### src/hdl/assert_macros.svh
// Assertion macros used by the top-level RTL file of the lamp phase sequencer.
`ifndef ASSERT_MACROS_SVH
`define ASSERT_MACROS_SVH

// Concurrent assertion on the rising edge of clk, held off while rst_n is low.
`define ASSERT_CLK(label, prop, msg) \
    label: assert property (@(posedge clk) disable iff (!rst_n) (prop)) else $error(msg);

// Implication checked on the rising edge of clk, held off while rst_n is low.
`define ASSERT_IMPL(label, pre, post, msg) \
    label: assert property (@(posedge clk) disable iff (!rst_n) (pre) |-> (post)) \
        else $error(msg);

// Next-cycle implication checked on the rising edge of clk, held off during reset.
`define ASSERT_NEXT(label, pre, post, msg) \
    label: assert property (@(posedge clk) disable iff (!rst_n) (pre) |=> (post)) \
        else $error(msg);

`endif

### src/hdl/tcps_pkg.sv
// Package with the types, codes and constants of the lamp phase sequencer.
`timescale 1ns / 1ps

package tcps_pkg;

    // Width of one color channel that is actually used.
    localparam int COLOR_BITS = 8;
    localparam logic [7:0] COLOR_MASK = 8'((32'd1 << COLOR_BITS) - 32'd1);

    // Configuration register reset values.
    localparam logic [15:0] RELAY_DELAY_RESET = 16'd3000;
    localparam logic [15:0] COLOR_DELAY_RESET = 16'd2000;
    localparam logic [7:0]  COLOR_MAX_RESET   = 8'd255;

    // Configuration register indexes.
    localparam logic [1:0] CFG_RELAY_DELAY = 2'd0;
    localparam logic [1:0] CFG_COLOR_DELAY = 2'd1;
    localparam logic [1:0] CFG_COLOR_MAX   = 2'd2;

    // Input item modes.
    localparam logic MODE_STEP  = 1'b0;
    localparam logic MODE_START = 1'b1;

    // Relay commands.
    localparam logic [1:0] CMD_NONE = 2'd0;
    localparam logic [1:0] CMD_ON   = 2'd1;
    localparam logic [1:0] CMD_OFF  = 2'd2;

    // Sequencer phases.
    localparam logic [2:0] PH_RELAY     = 3'd0;
    localparam logic [2:0] PH_RAMP_UP   = 3'd1;
    localparam logic [2:0] PH_DARK_A    = 3'd2;
    localparam logic [2:0] PH_GREEN     = 3'd3;
    localparam logic [2:0] PH_BLUE      = 3'd4;
    localparam logic [2:0] PH_RED       = 3'd5;
    localparam logic [2:0] PH_DARK_B    = 3'd6;
    localparam logic [2:0] PH_RAMP_DOWN = 3'd7;

    typedef struct packed {
        logic        mode;
        logic [31:0] now;
        logic [3:0]  relay_select;
    } in_item_t;

    typedef struct packed {
        logic [7:0] red;
        logic [7:0] green;
        logic [7:0] blue;
        logic [1:0] relay_command;
        logic [3:0] relay_index;
    } out_item_t;

    typedef struct packed {
        logic [15:0] relay_delay;
        logic [15:0] color_delay;
        logic [7:0]  color_max;
    } cfg_t;

endpackage

### src/hdl/tcps_cfg.sv
// Configuration register file of the lamp phase sequencer.
`timescale 1ns / 1ps

module tcps_cfg
    import tcps_pkg::*;
(
    input  logic        clk,
    input  logic        rst_n,
    input  logic        wr_en,
    input  logic [1:0]  wr_index,
    input  logic [15:0] wr_data,
    output cfg_t        cfg
);

    cfg_t cfg_reg;

    always_ff @(posedge clk or negedge rst_n)
    begin
        if (!rst_n)
        begin
            cfg_reg.relay_delay <= RELAY_DELAY_RESET;
            cfg_reg.color_delay <= COLOR_DELAY_RESET;
            cfg_reg.color_max   <= COLOR_MAX_RESET;
        end
        else if (wr_en)
        begin
            // Writes to an index beyond the register list are dropped.
            unique case (wr_index)
                CFG_RELAY_DELAY: cfg_reg.relay_delay <= wr_data;
                CFG_COLOR_DELAY: cfg_reg.color_delay <= wr_data;
                CFG_COLOR_MAX:   cfg_reg.color_max   <= wr_data[7:0];
                default:         ;
            endcase
        end
    end

    assign cfg = cfg_reg;

endmodule

### src/hdl/tcps_step.sv
// Phase state and combinational next-state logic of the lamp phase sequencer.
`timescale 1ns / 1ps

module tcps_step
    import tcps_pkg::*;
(
    input  logic      clk,
    input  logic      rst_n,
    input  logic      en,
    input  in_item_t  item,
    input  cfg_t      cfg,
    output out_item_t res
);

    logic [2:0]  phase_reg,    phase_next;
    logic [31:0] deadline_reg, deadline_next;
    logic [7:0]  blue_reg,     blue_next;
    logic [3:0]  relay_reg,    relay_next;

    logic        due;
    logic [7:0]  top;
    logic [31:0] relay_dl;
    logic [31:0] color_dl;
    logic [7:0]  red;
    logic [7:0]  green;
    logic [1:0]  cmd;

    assign due      = item.now >= deadline_reg;
    assign top      = cfg.color_max & COLOR_MASK;
    assign relay_dl = item.now + {16'd0, cfg.relay_delay};
    assign color_dl = item.now + {16'd0, cfg.color_delay};

    always_comb
    begin
        phase_next    = phase_reg;
        deadline_next = deadline_reg;
        blue_next     = blue_reg;
        relay_next    = relay_reg;
        red           = 8'd0;
        green         = 8'd0;
        cmd           = CMD_NONE;
        if (item.mode == MODE_START)
        begin
            phase_next    = PH_RELAY;
            deadline_next = relay_dl;
            blue_next     = 8'd0;
            relay_next    = item.relay_select;
            cmd           = CMD_ON;
        end
        else
        begin
            unique case (phase_reg)
                PH_RELAY:
                begin
                    if (due)
                    begin
                        phase_next = PH_RAMP_UP;
                        cmd        = CMD_OFF;
                    end
                end
                PH_RAMP_UP:
                begin
                    if (blue_reg < top)
                    begin
                        blue_next = (blue_reg + 8'd1) & COLOR_MASK;
                    end
                    else
                    begin
                        phase_next    = PH_DARK_A;
                        deadline_next = color_dl;
                    end
                end
                PH_DARK_A, PH_BLUE:
                begin
                    if (due)
                    begin
                        phase_next    = phase_reg + 3'd1;
                        deadline_next = color_dl;
                        blue_next     = 8'd0;
                    end
                end
                PH_GREEN, PH_RED:
                begin
                    if (due)
                    begin
                        phase_next    = phase_reg + 3'd1;
                        deadline_next = color_dl;
                        blue_next     = top;
                    end
                    // The channel stays lit on the step that ends the phase too.
                    if (phase_reg == PH_GREEN)
                    begin
                        green = top;
                    end
                    else
                    begin
                        red = top;
                    end
                end
                PH_DARK_B:
                begin
                    if (due)
                    begin
                        phase_next    = PH_RAMP_DOWN;
                        deadline_next = color_dl;
                    end
                end
                default:
                begin
                    // Ramp down; a level above the maximum still counts to zero.
                    if (blue_reg != 8'd0)
                    begin
                        blue_next = blue_reg - 8'd1;
                    end
                    else
                    begin
                        phase_next    = PH_RELAY;
                        deadline_next = relay_dl;
                        cmd           = CMD_ON;
                    end
                end
            endcase
        end
    end

    always_ff @(posedge clk or negedge rst_n)
    begin
        if (!rst_n)
        begin
            phase_reg    <= PH_RELAY;
            deadline_reg <= 32'd0;
            blue_reg     <= 8'd0;
            relay_reg    <= 4'd0;
        end
        else if (en)
        begin
            phase_reg    <= phase_next;
            deadline_reg <= deadline_next;
            blue_reg     <= blue_next;
            relay_reg    <= relay_next;
        end
    end

    assign res.red           = red;
    assign res.green         = green;
    assign res.blue          = blue_next;
    assign res.relay_command = cmd;
    assign res.relay_index   = relay_next;

endmodule

### src/hdl/timed_color_phase_sequencer.sv
// Top level of the timed lamp phase sequencer: handshake stages, config and step logic.
`timescale 1ns / 1ps
`include "assert_macros.svh"

// The sequencer takes one item per clock cycle while the result channel is not
// stalled, and returns exactly one result for each item: the item is captured
// in an input register, the phase state is updated from it as it leaves that
// register, and the result is held in an output register until the downstream
// side takes it. The rate of one item per cycle is set by the phase state
// update, a single 32-bit deadline compare and add. A start item (mode 1)
// latches the relay number, returns to the relay phase and answers with a
// relay-activate command; a step item (mode 0) carries the current time and
// moves the eight-phase color loop along. Deadlines wrap modulo 2^32 and are
// compared without wrap handling. The configuration port is always ready;
// registers are to be written only while the block is idle.
module timed_color_phase_sequencer
    import tcps_pkg::*;
(
    input  logic        clk,
    input  logic        rst_n,
    // Item channel.
    input  logic        item_valid,
    output logic        item_stall,
    input  in_item_t    item,
    // Result channel.
    output logic        result_valid,
    input  logic        result_stall,
    output out_item_t   result,
    // Configuration write channel.
    input  logic        cfg_valid,
    output logic        cfg_ready,
    input  logic [1:0]  cfg_index,
    input  logic [15:0] cfg_data
);

    // Input register stage.
    logic      s1_valid_reg, s1_valid_next;
    in_item_t  s1_item_reg;
    // Output register stage.
    logic      out_valid_reg, out_valid_next;
    out_item_t out_item_reg;

    logic      s1_move;
    logic      item_take;
    cfg_t      cfg;
    out_item_t step_res;

    // The held item moves on when the output register is empty or being emptied.
    assign s1_move    = s1_valid_reg && (!out_valid_reg || !result_stall);
    // A new item enters when the input register is empty or moving on this cycle.
    assign item_stall = s1_valid_reg && !s1_move;
    assign item_take  = item_valid && !item_stall;
    assign cfg_ready  = 1'b1;

    tcps_cfg u_cfg
    (
        .clk      (clk),
        .rst_n    (rst_n),
        .wr_en    (cfg_valid && cfg_ready),
        .wr_index (cfg_index),
        .wr_data  (cfg_data),
        .cfg      (cfg)
    );

    // The phase state advances exactly once per item, as it leaves the input stage.
    tcps_step u_step
    (
        .clk   (clk),
        .rst_n (rst_n),
        .en    (s1_move),
        .item  (s1_item_reg),
        .cfg   (cfg),
        .res   (step_res)
    );

    always_comb
    begin
        s1_valid_next = s1_valid_reg;
        if (item_take)
        begin
            s1_valid_next = 1'b1;
        end
        else if (s1_move)
        begin
            s1_valid_next = 1'b0;
        end

        out_valid_next = out_valid_reg;
        if (s1_move)
        begin
            out_valid_next = 1'b1;
        end
        else if (!result_stall)
        begin
            out_valid_next = 1'b0;
        end
    end

    always_ff @(posedge clk or negedge rst_n)
    begin
        if (!rst_n)
        begin
            s1_valid_reg  <= 1'b0;
            out_valid_reg <= 1'b0;
        end
        else
        begin
            s1_valid_reg  <= s1_valid_next;
            out_valid_reg <= out_valid_next;
        end
    end

    // Payload registers carry no reset; their valid flags qualify them.
    always_ff @(posedge clk)
    begin
        if (item_take)
        begin
            s1_item_reg <= item;
        end
        if (s1_move)
        begin
            out_item_reg <= step_res;
        end
    end

    assign result_valid = out_valid_reg;
    assign result       = out_item_reg;

    // A held item that cannot move on is still held in the next cycle.
    `ASSERT_NEXT(a_s1_hold, s1_valid_reg && !s1_move, s1_valid_reg, "input stage item lost")
    // An item is never taken into a full input stage that is not draining.
    `ASSERT_IMPL(a_no_overrun, item_take, !s1_valid_reg || s1_move, "input stage overrun")
    // Every item leaving the input stage shows up as a result.
    `ASSERT_NEXT(a_move_result, s1_move, result_valid, "result missing after stage move")
    // A taken result with nothing behind it leaves the output empty.
    `ASSERT_NEXT(a_no_repeat, result_valid && !result_stall && !s1_move, !result_valid,
        "result repeated")

endmodule
### config.mk
export PLATFORM = sky130hd
export DESIGN_NAME = timed_color_phase_sequencer
export DESIGN_NICKNAME = d
export VERILOG_FILES = /design/src/hdl/tcps_pkg.sv /design/src/hdl/tcps_cfg.sv /design/src/hdl/tcps_step.sv /design/src/hdl/timed_color_phase_sequencer.sv
export VERILOG_INCLUDE_DIRS = /design/src /design/src/hdl
export SDC_FILE = /design/constraint.sdc
export NUM_CORES = 1
export LEC_CHECK = 0
export BUFFER_PORTS_ARGS = -buffer_cell sky130_fd_sc_hd__buf_2
export CAP_MARGIN = 20
export CELL_PAD_IN_SITES_DETAIL_PLACEMENT = 1
export CELL_PAD_IN_SITES_GLOBAL_PLACEMENT = 1
export CORE_MARGIN = 1.5
export CORE_UTILIZATION = 47
export DETAILED_ROUTE_END_ITERATION = 6
export GPL_TIMING_DRIVEN = 0
export PLACE_DENSITY_LB_ADDON = 0.05
export RECOVER_POWER = 50
export SYNTH_ARGS = -nofsm -noshare
export SYNTH_HDL_FRONTEND = slang
export SYNTH_SLANG_ARGS = --single-unit
export TNS_END_PERCENT = 30
### constraint.sdc
create_clock -name clk -period 3.34 [get_ports clk]
set_clock_uncertainty 0.05 [all_clocks]
set_input_delay 0.668 -clock clk [delete_from_list [all_inputs] [get_ports clk]]
set_output_delay 0.668 -clock clk [all_outputs]
set_load 0.02 [all_outputs]
==> run metrics <==
status=complete, but fails checks; failing checks=capacitance limit, slew limit; Post-Layout Cell Count=1302; Slew headroom=-26.6%; GR Util All Layers=26.1%; DRT iter0 DRCs=375; crit path DAT=roughly 3500 ps; Mapped Avg Cell Area=10.3 µm²; PwrDens=786 nW/µm²; Multi-input gate area=4760 µm²; largest net degree at the start of global routing=59; DRT Wirelength=25500 µm; IO Count=between 90 and 100; placed cells=1270; PnR worst setup slack=approximately 110 ps; Longest Clk Path Bufs=2; share of cells above drive strength 1=22.0%; Placed Area=10200 µm²; area of the core=19500 µm²; flip-flop count of the largest register after layout=40; top cells by area, synth=edfxtp_1, dfrtp_1, ha_1, dfstp_2, mux2_2; CTS tree=done; Ant. Diodes=0; syn_nets=1051; Starting Density=between 40% and 50%; Fin. Hold Viols=0; worst-skew pair later-pin latency=440 ps; # fillers=2192; hold crit path type=input pin to register; Netlist cell types=about 80; number of global-route vias before repair=7777; residual DRC count=0; Max-Cap Viols=2; biggest cell delay along the critical path=420 ps; Pleak=4.65 nW; Synth Flop Type=dfrtp_1; Min Hold Slack=347 ps; routed via count=around 7400; critical path class=register to register; CTS buffer count=17; Final Net Count=between 1000 and 1500; total power=8.48 mW; dpl ws=-231 ps; Avg WL per Cell=19.6 µm; setup violators final=0; area leader, netlist=edfxtp_1; initial antenna violation count=0; First-pass DRT Iterations=4; first-pass GRT wire length=approximately 41000 µm; Max Slew Vio Count=63; clock sinks=156; CP max-delay cell=edfxtp_1; Critical Path End Type=register; htree depth=4; gpl congestion=0.861; share of the synthesized area in the top cell type=21.6%; Buffers on Ports=roughly 90; Rows=51; Final Util=a little under three fifths; Die Y=approximately 140 µm; synthesized instance count=slightly above 900; Vias/cell=5.69; fin area=~11000 µm²; Post-CTS Setup Bufs=0; Sequential Area=approximately 4300 µm²; slew at the pin closest to its max-slew limit=1900 ps; number of synthesis warnings=0; die footprint=20700 µm²; Final period util=96.6%; Max Fanout on Critical Path=8; sequential share of the synthesized area=45.7%; CTS root buf=clkbuf_16; worst-path cell chain=ha_2 > inv_1 > fa_1 > nand2b_1 > a21oi_2 > o21a_2 > a31oi_1 > a21o_1 > a211o_1 > buf_4 > nor4_2 > xnor2_1 > o21ai_1; Final TNS setup=0 ps; CP Data Required Time=3590 ps; peak supply drop=0.000406 V; Max Clock Freq=~310 MHz; Post-synth EDFFs=67; area of the mapped netlist=between 9000 and 10000 µm²; Routed Antenna Nets=0; #FFs+latches synth=156; asr flop ratio synth=57.1%; area grow syn2layout=15.6%; DPL Wire Length=18900 µm; critical path launch point type=register; GRT Residual Overflow=0; unrepaired setup endpoints after global routing=yes; Die X=around 140 µm; Final min period=3230 ps; clk slew on worst S/H paths=70 ps
-- repair_timing --
| item | in CTS | in global routing |
|---|---|---|
| resized for setup | 3 | 12 |
| setup endpoints to repair | 22 | 23 |
| pin swaps | 0 | 1 |
| hold buffers | 0 | 0 |
| cloned | 0 | 0 |
-- routing by layer --
metal  GRT usage, %  share of wire, %
met2           44.4                49
met4           7.84               1.5
met1           34.5                46
met5              0                 0
met3           3.30               3.3
-- where the power goes --
group	switching (mW)	internal (mW)
Combinational	2.34	1.42
Sequential	0.303	2.52
Clock	0.854	1.04
-- layout by cell type (no fill, tap or decap), types with 4 or more instances in the layout --
master     netlist  final
inv_1           60     60
buf_2            7     92
a21oi_1         71     69
xor2_1          12     12
nand3_1         15     15
o21ai_0         31     31
nand4_1          6      6
a21o_1          21     21
clkbuf_1        19     22
a211o_1          4      4
o21a_1           4      4
and2_1          13     12
a211oi_1        15     15
nor4_1          10      9
clkbuf_2         0      4
or3_1            6      6
nand2_1         86     86
dfrtp_1         68     68
nor3_1          25     23
inv_6            0      4
a31oi_1          7      7
mux2_2          46     46
o21ai_1         30     30
edfxtp_1        67     67
clkinv_4         0      4
nand2b_1        14     14
nor2b_1          9      9
xnor2_1         32     32
and3_1           7      7
a22oi_1          4      4
clkbuf_16        0     17
dfstp_2         21     21
nor2_1          55     55
ha_1            79     78
-- layout make-up --
type	count	share of cell area, %
inverters	61	2.12
repair buffers	95	4.71
clock buffers	18	3.98
clock inverters	14	1.25
plain buffers	28	1.20
well taps	265	3.07
multi-input cells	665	44.1
flip-flops and latches	156	39.6
-- cell families (layout without fill, tap and decap cells) --
kind of cell | after synthesis | count (layout) | share of synthesized area [%]
XOR/XNOR | 44 | 44 | 4.13
adder cells (fa/ha/maj) | 81 | 81 | 11.0
AO/OA/AOI/OAI | 232 | 232 | 16.2
flip-flops | 156 | 156 | 45.7
other | 1 | 1 | 0.0402
multiplexers | 49 | 49 | 5.87
buffers and inverters | 89 | 216 | 3.75
AND/OR/NAND/NOR | 258 | 258 | 13.3
-- synthesized netlist by cell type (25+ instances only) --
master / instances
nor3_1: 25
a21oi_1: 71
xnor2_1: 32
edfxtp_1: 67
nand2_1: 86
mux2_2: 46
dfrtp_1: 68
o21ai_0: 31
inv_1: 60
nor2_1: 55
ha_1: 79
o21ai_1: 30
-- worst paths after layout --
kind	from	depth (start not counted)	to	slack [ps]
hold / removal	item[9]	1	s1_item_reg[9]	350
min in group asynchronous	rst_n	1	u_step.deadline_reg[4]	690
hold reg to reg	u_step.relay_reg[3]	2	u_step.relay_reg[3]	420
setup / recovery	s1_item_reg[4]	13	u_step.deadline_reg[26]	110
setup reg to reg	s1_item_reg[4]	13	u_step.deadline_reg[26]	110
max in group asynchronous	rst_n	2	u_cfg.cfg[0]	1430
-- critical path: cells and delay by family, from the launching register on --
kind / cells / cell delay [ps]
AOI/OAI and AO/OA: 6 / 1120
xor gates and xnor gates: 1 / 160
adders and majority gates: 2 / 610
buffers and inverters: 2 / 240
DFF: 1 / 420
and+or+nand+nor: 2 / 510
(Power assumes the default switching activity.)
